`src/hw/rtl/aenc_pkg.sv`:
```
// Shared types and constants for the arithmetic encoder with E1/E2/E3 rescaling.
// Holds the request and result payload structs and the controller/datapath links.
// No dependencies.
package aenc_pkg;

    localparam int FOLLOW_W = 16;
    localparam int TAIL_W   = 23;
    localparam int TLEN_W   = 5;
    localparam logic [FOLLOW_W-1:0] PEND_MAX = 16'hFFFF;
    localparam int MAX_RESULTS = 32;
    localparam int NRES_W      = 6;

    localparam logic [1:0] REQ_WRITE  = 2'd0;
    localparam logic [1:0] REQ_ENCODE = 2'd1;
    localparam logic [1:0] REQ_FINISH = 2'd2;
    localparam logic [1:0] REQ_UNUSED = 2'd3;

    typedef struct packed {
        logic [1:0]  req_type;
        logic [5:0]  symbol;
        logic [15:0] count_value;
        logic [15:0] total;
    } req_t;

    typedef struct packed {
        logic                lead_bit;
        logic [FOLLOW_W-1:0] follow_count;
        logic [TAIL_W-1:0]   tail_bits;
        logic [TLEN_W-1:0]   tail_len;
        logic                flush_byte;
        logic                error;
        logic                last;
    } res_t;

    typedef struct packed {
        logic load;
        logic write;
        logic sum_step;
        logic mul_hi;
        logic mul_lo;
        logic div_step;
        logic update;
        logic shift;
        logic final_push;
        logic emit_rej;
        logic emit_fin;
    } cmd_t;

    typedef struct packed {
        logic in_sym_ok;
        logic in_tot_ok;
        logic sum_at_sym;
        logic chk_fail;
        logic div_last;
        logic empty;
        logic shift_go;
        logic shift_wait;
        logic final_has;
        logic out_free;
    } sts_t;

endpackage

```
`src/hw/rtl/aenc_ram.sv`:
```
// Generic single-write, single-read RAM with a registered read port.
// No dependencies.
module aenc_ram #(
    parameter int WIDTH = 16,
    parameter int DEPTH = 64
) (
    input  logic                     clk,
    input  logic                     we,
    input  logic [$clog2(DEPTH)-1:0] waddr,
    input  logic [WIDTH-1:0]         wdata,
    input  logic [$clog2(DEPTH)-1:0] raddr,
    output logic [WIDTH-1:0]         rdata
);

    logic [WIDTH-1:0] mem [DEPTH];
    logic [WIDTH-1:0] rdata_reg;

    always_ff @(posedge clk)
    begin
        if (we)
        begin
            mem[waddr] <= wdata;
        end
        rdata_reg <= mem[raddr];
    end

    assign rdata = rdata_reg;

endmodule

```
`src/hw/rtl/aenc_ctrl.sv`:
```
// Sequencing state machine of the arithmetic encoder.
// Depends on aenc_pkg for the command and status structs and request codes.
module aenc_ctrl (
    input  logic              clk,
    input  logic              rst_n,
    input  logic              take,
    input  logic [1:0]        req_type,
    input  aenc_pkg::sts_t    sts,
    output aenc_pkg::cmd_t    cmd,
    output logic              idle
);

    typedef enum logic [11:0] {
        ST_IDLE     = 12'b0000_0000_0001,
        ST_SUM      = 12'b0000_0000_0010,
        ST_SUM_TAIL = 12'b0000_0000_0100,
        ST_CHECK    = 12'b0000_0000_1000,
        ST_MUL_HI   = 12'b0000_0001_0000,
        ST_MUL_LO   = 12'b0000_0010_0000,
        ST_DIV      = 12'b0000_0100_0000,
        ST_UPDATE   = 12'b0000_1000_0000,
        ST_SHIFT    = 12'b0001_0000_0000,
        ST_FINAL    = 12'b0010_0000_0000,
        ST_EMIT_REJ = 12'b0100_0000_0000,
        ST_EMIT_FIN = 12'b1000_0000_0000
    } state_t;

    state_t state_reg;
    state_t state_next;

    always_comb
    begin
        cmd        = '0;
        state_next = state_reg;
        case (state_reg)
            ST_IDLE:
            begin
                if (take)
                begin
                    cmd.load = 1'b1;
                    case (req_type)
                        aenc_pkg::REQ_WRITE:
                        begin
                            cmd.write = 1'b1;
                        end
                        aenc_pkg::REQ_ENCODE:
                        begin
                            if (sts.in_sym_ok && sts.in_tot_ok)
                            begin
                                state_next = ST_SUM;
                            end
                            else
                            begin
                                state_next = ST_EMIT_REJ;
                            end
                        end
                        aenc_pkg::REQ_FINISH:
                        begin
                            state_next = ST_EMIT_FIN;
                        end
                        default:
                        begin
                            state_next = ST_IDLE;
                        end
                    endcase
                end
            end
            ST_SUM:
            begin
                cmd.sum_step = 1'b1;
                if (sts.sum_at_sym)
                begin
                    state_next = ST_SUM_TAIL;
                end
            end
            ST_SUM_TAIL:
            begin
                state_next = ST_CHECK;
            end
            ST_CHECK:
            begin
                state_next = sts.chk_fail ? ST_EMIT_REJ : ST_MUL_HI;
            end
            ST_MUL_HI:
            begin
                cmd.mul_hi = 1'b1;
                state_next = ST_MUL_LO;
            end
            ST_MUL_LO:
            begin
                cmd.mul_lo = 1'b1;
                state_next = ST_DIV;
            end
            ST_DIV:
            begin
                cmd.div_step = 1'b1;
                if (sts.div_last)
                begin
                    state_next = ST_UPDATE;
                end
            end
            ST_UPDATE:
            begin
                if (sts.empty)
                begin
                    state_next = ST_EMIT_REJ;
                end
                else
                begin
                    cmd.update = 1'b1;
                    state_next = ST_SHIFT;
                end
            end
            ST_SHIFT:
            begin
                if (!sts.shift_go)
                begin
                    state_next = ST_FINAL;
                end
                else if (!sts.shift_wait)
                begin
                    cmd.shift = 1'b1;
                end
            end
            ST_FINAL:
            begin
                if (!sts.final_has)
                begin
                    state_next = ST_IDLE;
                end
                else if (sts.out_free)
                begin
                    cmd.final_push = 1'b1;
                    state_next     = ST_IDLE;
                end
            end
            ST_EMIT_REJ:
            begin
                if (sts.out_free)
                begin
                    cmd.emit_rej = 1'b1;
                    state_next   = ST_IDLE;
                end
            end
            ST_EMIT_FIN:
            begin
                if (sts.out_free)
                begin
                    cmd.emit_fin = 1'b1;
                    state_next   = ST_IDLE;
                end
            end
            default:
            begin
                state_next = ST_IDLE;
            end
        endcase
    end

    always_ff @(posedge clk or negedge rst_n)
    begin
        if (!rst_n)
        begin
            state_reg <= ST_IDLE;
        end
        else
        begin
            state_reg <= state_next;
        end
    end

    assign idle = (state_reg == ST_IDLE);

endmodule

```
`src/hw/rtl/aenc_dp.sv`:
```
// Datapath of the arithmetic encoder: count table, prefix sum, multiply, divide,
// interval update, rescale shifter and result register.
// Depends on aenc_pkg and aenc_ram.
module aenc_dp #(
    parameter int CODE_BITS     = 24,
    parameter int ALPHABET_SIZE = 64,
    parameter int COUNT_BITS    = 16
) (
    input  logic             clk,
    input  logic             rst_n,
    input  aenc_pkg::req_t   req,
    input  aenc_pkg::cmd_t   cmd,
    output aenc_pkg::sts_t   sts,
    output logic             res_valid,
    input  logic             res_stall,
    output aenc_pkg::res_t   res
);

    localparam int AW    = $clog2(ALPHABET_SIZE);
    localparam int SW    = ((AW > 6) ? AW : 6) + 1;
    localparam int CLW   = COUNT_BITS + AW;
    localparam int CHW   = CLW + 1;
    localparam int XW    = (CHW > 16) ? CHW : 16;
    localparam int RW    = CODE_BITS + 1;
    localparam int PW    = RW + 16;
    localparam int DCW   = $clog2(PW);
    localparam int GUARD = 2 * CODE_BITS + 2;
    localparam int GW    = $clog2(GUARD + 1);
    localparam int TW    = (CODE_BITS - 1 > aenc_pkg::TAIL_W) ? CODE_BITS - 1 : aenc_pkg::TAIL_W;

    // ---------------- request register and input checks ----------------
    aenc_pkg::req_t req_reg;
    logic [SW-1:0]  in_sym_x;
    logic [SW-1:0]  cur_sym_x;
    logic [AW-1:0]  sym_addr;

    assign in_sym_x      = SW'(req.symbol);
    assign cur_sym_x     = SW'(req_reg.symbol);
    assign sym_addr      = cur_sym_x[AW-1:0];
    assign sts.in_sym_ok = in_sym_x < SW'(ALPHABET_SIZE);
    assign sts.in_tot_ok = (req.total != 16'd0);

    always_ff @(posedge clk)
    begin
        if (cmd.load)
        begin
            req_reg <= req;
        end
    end

    // ---------------- count table ----------------
    logic [ALPHABET_SIZE-1:0] valid_reg;
    logic [AW-1:0]            idx_reg;
    logic [COUNT_BITS-1:0]    rdata;
    logic                     rd_vld_reg;
    logic                     rd_pend_reg;
    logic                     rd_sym_reg;
    logic [COUNT_BITS-1:0]    entry;
    logic [SW-1:0]            wr_x;
    logic                     wr_en;

    assign wr_x  = in_sym_x;
    assign wr_en = cmd.write && sts.in_sym_ok;

    aenc_ram #(
        .WIDTH(COUNT_BITS),
        .DEPTH(ALPHABET_SIZE)
    ) u_ram (
        .clk  (clk),
        .we   (wr_en),
        .waddr(wr_x[AW-1:0]),
        .wdata(COUNT_BITS'(req.count_value)),
        .raddr(idx_reg),
        .rdata(rdata)
    );

    assign entry          = rd_vld_reg ? rdata : '0;
    assign sts.sum_at_sym = (idx_reg == sym_addr);

    always_ff @(posedge clk or negedge rst_n)
    begin
        if (!rst_n)
        begin
            valid_reg   <= '0;
            rd_pend_reg <= 1'b0;
            rd_sym_reg  <= 1'b0;
            rd_vld_reg  <= 1'b0;
            idx_reg     <= '0;
        end
        else
        begin
            if (wr_en)
            begin
                valid_reg[wr_x[AW-1:0]] <= 1'b1;
            end
            rd_pend_reg <= cmd.sum_step;
            rd_sym_reg  <= sts.sum_at_sym;
            rd_vld_reg  <= valid_reg[idx_reg];
            if (cmd.load)
            begin
                idx_reg <= '0;
            end
            else if (cmd.sum_step)
            begin
                idx_reg <= idx_reg + AW'(1);
            end
        end
    end

    // ---------------- prefix sum ----------------
    logic [CLW-1:0]        cum_lo_reg;
    logic [COUNT_BITS-1:0] cnt_reg;
    logic [CHW-1:0]        cum_hi;
    logic [XW-1:0]         cum_hi_x;
    logic [XW-1:0]         cum_lo_x;

    always_ff @(posedge clk)
    begin
        if (cmd.load)
        begin
            cum_lo_reg <= '0;
            cnt_reg    <= '0;
        end
        else if (rd_pend_reg)
        begin
            if (rd_sym_reg)
            begin
                cnt_reg <= entry;
            end
            else
            begin
                cum_lo_reg <= cum_lo_reg + CLW'(entry);
            end
        end
    end

    assign cum_hi       = CHW'(cum_lo_reg) + CHW'(cnt_reg);
    assign cum_hi_x     = XW'(cum_hi);
    assign cum_lo_x     = XW'(cum_lo_reg);
    assign sts.chk_fail = (cnt_reg == '0) || (cum_hi_x > XW'(req_reg.total));

    // ---------------- interval registers ----------------
    logic [CODE_BITS-1:0] low_reg;
    logic [CODE_BITS-1:0] high_reg;
    logic [RW-1:0]        range;

    assign range = RW'(high_reg) - RW'(low_reg) + RW'(1);

    // ---------------- multiply into the dividers ----------------
    logic [15:0]   mul_op;
    logic [PW-1:0] product;
    logic [PW-1:0] dvd_hi_reg;
    logic [PW-1:0] dvd_lo_reg;
    logic [15:0]   rem_hi_reg;
    logic [15:0]   rem_lo_reg;
    logic [DCW-1:0] div_cnt_reg;

    assign mul_op  = cmd.mul_hi ? cum_hi_x[15:0] : cum_lo_x[15:0];
    assign product = PW'(range) * PW'(mul_op);

    // One restoring step: shift in the next dividend bit and subtract when it fits.
    logic [16:0] rs_hi;
    logic [16:0] rs_lo;
    logic        ge_hi;
    logic        ge_lo;
    logic [16:0] sub_hi;
    logic [16:0] sub_lo;

    assign rs_hi  = {rem_hi_reg, dvd_hi_reg[PW-1]};
    assign rs_lo  = {rem_lo_reg, dvd_lo_reg[PW-1]};
    assign ge_hi  = rs_hi >= {1'b0, req_reg.total};
    assign ge_lo  = rs_lo >= {1'b0, req_reg.total};
    assign sub_hi = rs_hi - {1'b0, req_reg.total};
    assign sub_lo = rs_lo - {1'b0, req_reg.total};

    always_ff @(posedge clk)
    begin
        if (cmd.mul_hi)
        begin
            dvd_hi_reg  <= product;
            rem_hi_reg  <= '0;
            rem_lo_reg  <= '0;
            div_cnt_reg <= '0;
        end
        else if (cmd.mul_lo)
        begin
            dvd_lo_reg <= product;
        end
        else if (cmd.div_step)
        begin
            dvd_hi_reg  <= {dvd_hi_reg[PW-2:0], ge_hi};
            dvd_lo_reg  <= {dvd_lo_reg[PW-2:0], ge_lo};
            rem_hi_reg  <= ge_hi ? sub_hi[15:0] : rs_hi[15:0];
            rem_lo_reg  <= ge_lo ? sub_lo[15:0] : rs_lo[15:0];
            div_cnt_reg <= div_cnt_reg + DCW'(1);
        end
    end

    assign sts.div_last = (div_cnt_reg == DCW'(PW - 1));
    assign sts.empty    = (dvd_hi_reg <= dvd_lo_reg);

    // ---------------- rescaling ----------------
    logic [RW-1:0]        upd_hi;
    logic [RW-1:0]        upd_lo;
    logic                 e12;
    logic                 e3;
    logic [GW-1:0]        guard_reg;
    logic                 guard_done;
    logic [aenc_pkg::FOLLOW_W-1:0] pend_reg;
    logic                 ovf_reg;
    logic [aenc_pkg::NRES_W-1:0] nres_reg;
    logic                 n_full;
    logic                 put;
    aenc_pkg::res_t       held_reg;
    logic                 held_valid_reg;
    aenc_pkg::res_t       new_res;
    aenc_pkg::res_t       err_res;
    logic [TW-1:0]        tail_x;

    assign upd_hi = RW'(low_reg) + dvd_hi_reg[RW-1:0] - RW'(1);
    assign upd_lo = RW'(low_reg) + dvd_lo_reg[RW-1:0];

    assign e12 = (low_reg[CODE_BITS-1] == high_reg[CODE_BITS-1]);
    assign e3  = !e12 && (low_reg[CODE_BITS-1:CODE_BITS-2] == 2'b01)
                      && (high_reg[CODE_BITS-1:CODE_BITS-2] == 2'b10);
    assign guard_done = (guard_reg == GW'(GUARD));
    assign n_full     = (nres_reg == aenc_pkg::NRES_W'(aenc_pkg::MAX_RESULTS));
    assign put        = e12 && !n_full;

    assign sts.shift_go   = (e12 || e3) && !guard_done;
    assign sts.shift_wait = put && held_valid_reg && !sts.out_free;
    assign sts.final_has  = held_valid_reg || ovf_reg;

    always_comb
    begin
        new_res              = '0;
        new_res.lead_bit     = low_reg[CODE_BITS-1];
        new_res.follow_count = pend_reg;
        err_res              = '0;
        err_res.error        = 1'b1;
        err_res.last         = 1'b1;
    end

    assign tail_x = TW'(low_reg[CODE_BITS-2:0]);

    always_ff @(posedge clk or negedge rst_n)
    begin
        if (!rst_n)
        begin
            low_reg        <= '0;
            high_reg       <= '1;
            pend_reg       <= '0;
            held_valid_reg <= 1'b0;
            ovf_reg        <= 1'b0;
            nres_reg       <= '0;
            guard_reg      <= '0;
        end
        else if (cmd.update)
        begin
            low_reg        <= upd_lo[CODE_BITS-1:0];
            high_reg       <= upd_hi[CODE_BITS-1:0];
            held_valid_reg <= 1'b0;
            ovf_reg        <= 1'b0;
            nres_reg       <= '0;
            guard_reg      <= '0;
        end
        else if (cmd.shift)
        begin
            guard_reg <= guard_reg + GW'(1);
            if (e12)
            begin
                if (put)
                begin
                    held_valid_reg <= 1'b1;
                    nres_reg       <= nres_reg + aenc_pkg::NRES_W'(1);
                end
                pend_reg <= '0;
                low_reg  <= {low_reg[CODE_BITS-2:0], 1'b0};
                high_reg <= {high_reg[CODE_BITS-2:0], 1'b1};
            end
            else
            begin
                if (pend_reg == aenc_pkg::PEND_MAX)
                begin
                    ovf_reg <= 1'b1;
                end
                else
                begin
                    pend_reg <= pend_reg + aenc_pkg::FOLLOW_W'(1);
                end
                low_reg  <= {1'b0, low_reg[CODE_BITS-3:0], 1'b0};
                high_reg <= {1'b1, high_reg[CODE_BITS-3:0], 1'b1};
            end
        end
        else if (cmd.final_push)
        begin
            held_valid_reg <= 1'b0;
        end
        else if (cmd.emit_fin)
        begin
            pend_reg <= '0;
        end
    end

    always_ff @(posedge clk)
    begin
        if (cmd.shift && put)
        begin
            held_reg <= new_res;
        end
    end

    // ---------------- result register ----------------
    logic           out_load;
    aenc_pkg::res_t out_next;
    aenc_pkg::res_t res_reg;
    logic           res_valid_reg;

    assign sts.out_free = !res_valid_reg || !res_stall;

    always_comb
    begin
        out_load = 1'b0;
        out_next = held_reg;
        if (cmd.shift && put && held_valid_reg)
        begin
            out_load      = 1'b1;
            out_next.last = 1'b0;
        end
        else if (cmd.final_push)
        begin
            out_load = 1'b1;
            if (held_valid_reg)
            begin
                out_next.error = held_reg.error | ovf_reg;
                out_next.last  = 1'b1;
            end
            else
            begin
                out_next = err_res;
            end
        end
        else if (cmd.emit_rej)
        begin
            out_load = 1'b1;
            out_next = err_res;
        end
        else if (cmd.emit_fin)
        begin
            out_load              = 1'b1;
            out_next              = '0;
            out_next.lead_bit     = low_reg[CODE_BITS-1];
            out_next.follow_count = pend_reg;
            out_next.tail_bits    = tail_x[aenc_pkg::TAIL_W-1:0];
            out_next.tail_len     = aenc_pkg::TLEN_W'(CODE_BITS - 1);
            out_next.flush_byte   = 1'b1;
            out_next.last         = 1'b1;
        end
    end

    always_ff @(posedge clk or negedge rst_n)
    begin
        if (!rst_n)
        begin
            res_valid_reg <= 1'b0;
        end
        else if (out_load)
        begin
            res_valid_reg <= 1'b1;
        end
        else if (!res_stall)
        begin
            res_valid_reg <= 1'b0;
        end
    end

    always_ff @(posedge clk)
    begin
        if (out_load)
        begin
            res_reg <= out_next;
        end
    end

    assign res_valid = res_valid_reg;
    assign res       = res_reg;

endmodule

```
`src/hw/rtl/arith_encoder_e123_scaling.sv`:
```
// Arithmetic encoder top level. A count write is taken while idle and a finish emits its result;
// an encode runs the prefix sum up to the symbol, multiplies the range by the high and then the
// low cumulative count, takes CODE_BITS + 17 divider steps, updates the interval, rescales with
// at most 2 * CODE_BITS + 2 shifts, waiting on a full output, and pushes the final result.
// One item is in work at a time; a result waits in an output register and stalls add on.
// Reset clears the count table valid bits and the pending count and sets the full interval at once.
module arith_encoder_e123_scaling #(
    parameter int CODE_BITS     = 24,
    parameter int ALPHABET_SIZE = 64,
    parameter int COUNT_BITS    = 16
) (
    input  logic           clk,
    input  logic           rst_n,
    input  logic           req_valid,
    output logic           req_stall,
    input  aenc_pkg::req_t req,
    output logic           res_valid,
    input  logic           res_stall,
    output aenc_pkg::res_t res
);

    aenc_pkg::cmd_t cmd;
    aenc_pkg::sts_t sts;
    logic           idle;
    logic           take;

    assign req_stall = !idle;
    assign take      = req_valid && idle;

    aenc_ctrl u_ctrl (
        .clk     (clk),
        .rst_n   (rst_n),
        .take    (take),
        .req_type(req.req_type),
        .sts     (sts),
        .cmd     (cmd),
        .idle    (idle)
    );

    aenc_dp #(
        .CODE_BITS    (CODE_BITS),
        .ALPHABET_SIZE(ALPHABET_SIZE),
        .COUNT_BITS   (COUNT_BITS)
    ) u_dp (
        .clk      (clk),
        .rst_n    (rst_n),
        .req      (req),
        .cmd      (cmd),
        .sts      (sts),
        .res_valid(res_valid),
        .res_stall(res_stall),
        .res      (res)
    );

endmodule

```
`config.mk`:
```
export PLATFORM = sky130hd
export DESIGN_NAME = arith_encoder_e123_scaling
export DESIGN_NICKNAME = d
export VERILOG_FILES = /design/src/hw/rtl/aenc_pkg.sv /design/src/hw/rtl/aenc_ram.sv /design/src/hw/rtl/aenc_ctrl.sv /design/src/hw/rtl/aenc_dp.sv /design/src/hw/rtl/arith_encoder_e123_scaling.sv
export SDC_FILE = /design/constraint.sdc
export NUM_CORES = 2
export LEC_CHECK = 0
export BUFFER_PORTS_ARGS = -buffer_cell sky130_fd_sc_hd__buf_2
export CAP_MARGIN = 20
export CORE_MARGIN = 10
export CORE_UTILIZATION = 56
export DETAILED_ROUTE_END_ITERATION = 8
export PLACE_DENSITY = 0.84
export SLEW_MARGIN = 30
export SYNTH_ARGS = -nofsm -noshare
export SYNTH_HDL_FRONTEND = slang
export SYNTH_SLANG_ARGS = --single-unit
```
`constraint.sdc`:
```
create_clock -name clk -period 9.77 [get_ports clk]
set_clock_uncertainty 0.15 [all_clocks]
set_input_delay 1.4655 -clock clk [delete_from_list [all_inputs] [get_ports clk]]
set_output_delay 1.4655 -clock clk [all_outputs]
set_load 0.02 [all_outputs]
```
# Yosys cells after proc, flatten, opt, wreduce, memory -nomap -nowiden
# Memory sizes are Yosys's and may differ from the RTL's. A register that Yosys moved wholly into a read port is not among the register bits.
# Index checks and enable logic that the tools add are counted.
# word_totals
reg_bits	409
latch_bits	0
ram_bits	1024
rom_bits	0
input_bits	44
mem_count	1
# op_classes
n_addsub	14
multipliers	1
div_mod_pow	0
order_cmp	8
eq_ne	34
shifts	0
muxes	83
bitwise	5
n_reduce_logical	46
# memory_table
memory	words	word_bits	rd	rd_ports_with_merged_regs	write_ports	line_no	text
u_dp.u_ram.mem	64	16	1	1	1	aenc_ram.sv:15	logic [WIDTH-1:0] mem [DEPTH];
# ops
cell	n
41-bit two-way mux	5
16-bit two-way mux	9
24-bit two-way mux	6
48-bit two-way mux	3
12-bit case mux with 11 select lines	1
12-bit two-way mux	6
64-bit OR	1
24-bit adder	2
6-bit two-way mux	8
47-bit two-way mux	1
46-bit two-way mux	1
41-bit less-or-equal comparator	1
25-bit by 16-bit multiplier with 41-bit output	1
12-bit case mux with 3 select lines	1
17-bit by 16-bit greater-or-equal comparator with 1-bit output	2
1-bit two-way mux	34
11-bit two-way mux	3
16-bit subtractor	2
25-bit by 1-bit adder with 25-bit output (second input constant)	1
24-bit by 24-bit subtractor with 25-bit output	1
6-bit by 1-bit adder with 6-bit output (second input constant)	4
24-bit by 1-bit subtractor with 24-bit output (second input constant)	1
22-bit by 16-bit adder with 23-bit output	1
23-bit by 16-bit > comparator with 1-bit output	1
42 further kinds	95

# Logic depth before layout (Yosys ltp)
# logic_depth
depth_word	12
mapped_depth	38
depth_no_buf	37

# Modules after synthesis
# A second synthesis with hierarchy kept.
# unflattened
hier_cells	5993
hier_area_um2	78809.3
# modules_own_cells
mod	instances	cells_each	area_per_inst_um2	seq_area_each_um2
aenc_ram	1	1829	40042.2	31069.8
aenc_dp	1	4037	37729.9	10279.9
aenc_ctrl	1	125	1027.2	301.5
arith_encoder_e123_scaling	1	2	10.0	0.0

# Least setup slack after synthesis
# Ideal clock, no wire load.
# synth_path
kind	flip-flop to flip-flop
from	reg u_dp.high_reg[1]
to	reg u_dp.dvd_hi_reg[40], data pin
setup_ns	0.260
t_arrival_ns	8.870
setup_slack_ns	0.491
stages_incl_launch_ff	38
path_buffers	2
cell_sequence	dfstp_2 -> inv_1 -> ha_1 -> inv_1 -> ha_1 -> inv_1 -> fa_1 -> nor2b_1 -> o31a_1 -> o41ai_2 -> a211oi_1 -> a211o_1 -> a41oi_1 -> nand2b_1 -> a21oi_1 -> xnor2_1 -> buf_2 -> nand2_1 -> (+2 left out) -> fa_1 -> inv_1 -> fa_1 -> fa_1 -> inv_1 -> fa_1 -> inv_1 -> ha_1 -> clkbuf_1 -> and4_1 -> nor2b_1 -> nand3_1 -> o41ai_1 -> o21bai_1 -> nand3_1 -> a31oi_1 -> o311a_1 -> mux2_2
# synth_between
elab_chain_len	4
# synth_lines
item	line_no	text
start, declared	aenc_dp.sv:144	logic [CODE_BITS-1:0] high_reg;
start signal, assigned	aenc_dp.sv:261	high_reg <= upd_hi[CODE_BITS-1:0];
start signal, assigned	aenc_dp.sv:279	high_reg <= {high_reg[CODE_BITS-2:0], 1'b1};
start signal, assigned	aenc_dp.sv:292	high_reg <= {1'b1, high_reg[CODE_BITS-3:0], 1'b1};
24-bit by 24-bit subtractor with 25-bit output	aenc_dp.sv:147	assign range = RW'(high_reg) - RW'(low_reg) + RW'(1);
25-bit by 1-bit adder with 25-bit output	aenc_dp.sv:147	
25-bit by 16-bit multiplier with 41-bit output	aenc_dp.sv:159	assign product = PW'(range) * PW'(mul_op);
41-bit two-way mux	aenc_dp.sv:178	if (cmd.mul_hi)
end signal, assigned	aenc_dp.sv:180	dvd_hi_reg <= product;
end signal, assigned	aenc_dp.sv:191	dvd_hi_reg <= {dvd_hi_reg[PW-2:0], ge_hi};
end, declared	aenc_dp.sv:152	logic [PW-1:0] dvd_hi_reg;
# No other way between the ends.
# A chain may end at the register's enable or synchronous reset.

# Worst setup path after layout
# layout_path
from	reg u_dp.high_reg[1]
to	reg u_dp.dvd_lo_reg[40], data pin
# layout_between
elab_chain_len	4
# layout_lines
item	line_no	text
24-bit by 24-bit subtractor with 25-bit output	aenc_dp.sv:147	
25-bit by 1-bit adder with 25-bit output	aenc_dp.sv:147	
25-bit by 16-bit multiplier with 41-bit output	aenc_dp.sv:159	
41-bit two-way mux	aenc_dp.sv:185	else if (cmd.mul_lo)
end signal, assigned	aenc_dp.sv:187	dvd_lo_reg <= product;
end signal, assigned	aenc_dp.sv:192	dvd_lo_reg <= {dvd_lo_reg[PW-2:0], ge_lo};
end, declared	aenc_dp.sv:153	logic [PW-1:0] dvd_lo_reg;
# No other way between the ends.

==> reports/metrics.csv <==
metric;value;unit
global placement routability congestion;0.944;
Final Cycle Share;96.7;%
synthesized area per cell;13.7;µm²
Cells after Synth;5614;
global routing's busiest layer;met2;
root buffer cell;clkbuf_16;
r2r endpoint;u_dp.dvd_lo_reg[40]$_DFFE_PP_;
Max Fclk;106;MHz
Seq/Total Area, Yosys;54.1;%
die height;391;µm
Clock Tree Buf Depth;3;
fill count;9490;
Total Wirelength;210000;µm
GRT overflow;0;
TritonCTS clock tree;yes;
setup violators final;0;
r2r startpoint;u_dp.high_reg[1]$_DFFE_PN1P_;
Site Rows;136;
Synthesis Warnings;0;
layout cells sized above 1;18.0;%
top cell type's share of synthesized area;46.3;%
PwrDens;172;nW/µm²
hold depth;1;
Hold Crit Class;flop to flop;
final antenna-violating net count;0;
fin worst setup slack;0.325;ns
largest net degree at the start of global routing;149;
Place WS;-0.143;ns
r2r setup slk;0.33;ns
status;finished clean;
net count reported at finish;6564;
Critical Setup Path Class;flop to flop;
first drt pass iteration count;8;
Post-synth top flop;edfxtp_1;
drt drc;0;
maxcap violations;0;
global-route wire length before repair;318000;µm
Layout area overhead;11.1;%
final std cells w/o fill;7751;
WP data required;10.16;ns
top post-synthesis cells by area;edfxtp_1, mux4_2, fa_1;
count leader, synth;edfxtp_1;
met2 Use GR;47.7;%
placed cell count;7463;
Yosys cell types;99;
sequential cell area;41700;µm²
CP max FO;6;
number of flip-flops in the largest register;1024;
hold buffer count at cts;0;
I/O pins;94;
synthesized flop and latch total;1444;
vias in the first global route;50252;
Fin. Hold Viols;0;
GRT met1 Usage;32.7;%
final core utilization;62.5;%
CP peak stage delay;0.54;ns
dpl hpwl;136000;µm
syn nets;6345;
gr usage total;27.5;%
crit path time final;9.44;ns
Initial Util;56.2;%
Post-synth EDFFs;1188;
port bufs;92;
final hold slack;0.318;ns
Clock transition at path regs;0.06;ns
H-tree Lvls;4;
initial antenna violation count;15;
clock sink total;1444;
area leader, netlist;edfxtp_1;
CP startpoint;u_dp.high_reg[1]$_DFFE_PN1P_;
FFs w/ async S/R, synth;11.4;%
Worst path slowest cell;fa_1;
Core ar.;137000;µm²
Max Transition Viols Final;0;
routing usage on met3;5.19;%
DIE WIDTH;391;µm
area of the multi-input gates;32900;µm²
Vias;49428;
Worst EP arrival;9.83;ns
vias per cell;6.38;
depth of the most critical reg-to-reg path;35;
total CTS buffers;145;
worst vdd ir;0.242;mV
Worst-Skew Late Latency;0.80;ns
Critical Path End;u_dp.dvd_lo_reg[40]$_DFFE_PP_;
Initial DRC Count;5462;
Leak Pwr;33.5;nW
Routed WL per cell;27.1;µm
Slew @ Worst Pin;0.985;ns
Startpoint Class;flop;
Die ar.;153000;µm²
Max-slew headroom;34.3;%
CP endpoint kind;flop;
Post-synth top cells;edfxtp_1, nand2_1, inv_1;
Post-Synthesis Cell Area;77000;µm²
-- cells by family after synthesis --
group | Yosys count | synth area share [%]
compound gates | 689 | 5.71
xor+xnor | 186 | 2.13
fa+ha+maj | 687 | 14.3
buf+inv | 753 | 3.74
flops | 1444 | 54.1
mux | 424 | 11.3
other cells | 1 | 0.00487
simple gates | 1430 | 8.64
-- power breakdown --
part / switching, mW / total, mW / internal [mW]
clock: 2.50 / 5.52 / 3.02
combinational: 1.38 / 2.39 / 1.00
sequential: 0.0765 / 6.84 / 6.77
total: 3.96 / 14.8 / 10.8
-- placed cells by master (no fill, tap or decap), drive strengths merged, types with 14 or more instances in the layout --
cell,synthesis,final
edfxtp,1188,1188
nand2,592,592
inv,542,551
ha,360,360
mux4,357,357
nor2,339,339
fa,327,327
buf,58,282
o21ai,224,224
clkbuf,153,185
a21oi,162,162
dfrtp,139,139
xnor2,114,114
and2,106,106
dfxtp,92,92
xor2,72,72
a21o,71,71
or2,71,71
nand3,71,71
clkinv,0,59
nor3,49,49
mux2i,44,44
nand4,35,35
nor2b,33,33
nand2b,32,32
a22oi,32,32
o21a,26,26
a211oi,26,26
dfstp,25,25
and3,25,25
mux2,23,23
nor4,22,22
a22o,21,21
a31oi,19,19
o221ai,14,14
-- layer usage --
layer / vias up / wire length, µm
li1: 20743 / -
met1: 24966 / 72400
met2: 3030 / 107000
met3: 679 / 17600
met4: 10 / 13100
met5: - / 65
-- metrics by stage --
stage	area [µm²]	setup TNS (ns)	total power, mW
floorplan	77000	0	8.52
global placement	80300	0	9.16
detailed placement	80300	-0.320	9.24
CTS	85000	0	14.7
global route	85600	-0.0694	15.2
finish	85600	0	14.8
-- critical path, delay by kind of cell, from the launching register on --
family          cells  cell delay, ns
mux                 1            0.27
flops               1            0.52
simple gates        6            0.81
fa+ha+maj          10            4.06
compound gates     10            2.73
buf+inv             7            0.40
xor+xnor            1            0.24
-- what timing repair did --
| item | CTS | global route |
|---|---|---|
| pin swaps | 0 | 28 |
| setup endpoints to repair | 6 | 38 |
| gates cloned | 0 | 0 |
| buffers inserted | 0 | 13 |
| gates resized for setup | 4 | 65 |
-- worst min path at each step --
stage	from	to	slack, ns
after CTS	u_dp.high_reg[5]$_DFFE_PN1P_	u_dp.high_reg[5]$_DFFE_PN1P_	0.32
after detailed placement	u_dp.valid_reg[43]$_DFFE_PN0P_	u_dp.valid_reg[43]$_DFFE_PN0P_	0.30
after global placement	u_dp.valid_reg[10]$_DFFE_PN0P_	u_dp.valid_reg[10]$_DFFE_PN0P_	0.30
final	u_dp.valid_reg[50]$_DFFE_PN0P_	u_dp.valid_reg[50]$_DFFE_PN0P_	0.32
after global routing	u_dp.valid_reg[50]$_DFFE_PN0P_	u_dp.valid_reg[50]$_DFFE_PN0P_	0.33
after floorplan	u_dp.valid_reg[10]$_DFFE_PN0P_	u_dp.valid_reg[10]$_DFFE_PN0P_	0.28
-- area by class of cell --
| type | instances | share of cell area, % |
|---|---|---|
| clock inverters | 79 | 0.858 |
| clock buffers | 184 | 4.59 |
| inverters | 542 | 2.38 |
| well taps | 1794 | 2.62 |
| multi-input cells | 3417 | 38.4 |
| flip-flops and latches | 1444 | 48.7 |
| diodes | 8 | 0.0234 |
| repair buffers | 283 | 2.44 |
No activity file was read; power rests on OpenSTA's default activity.
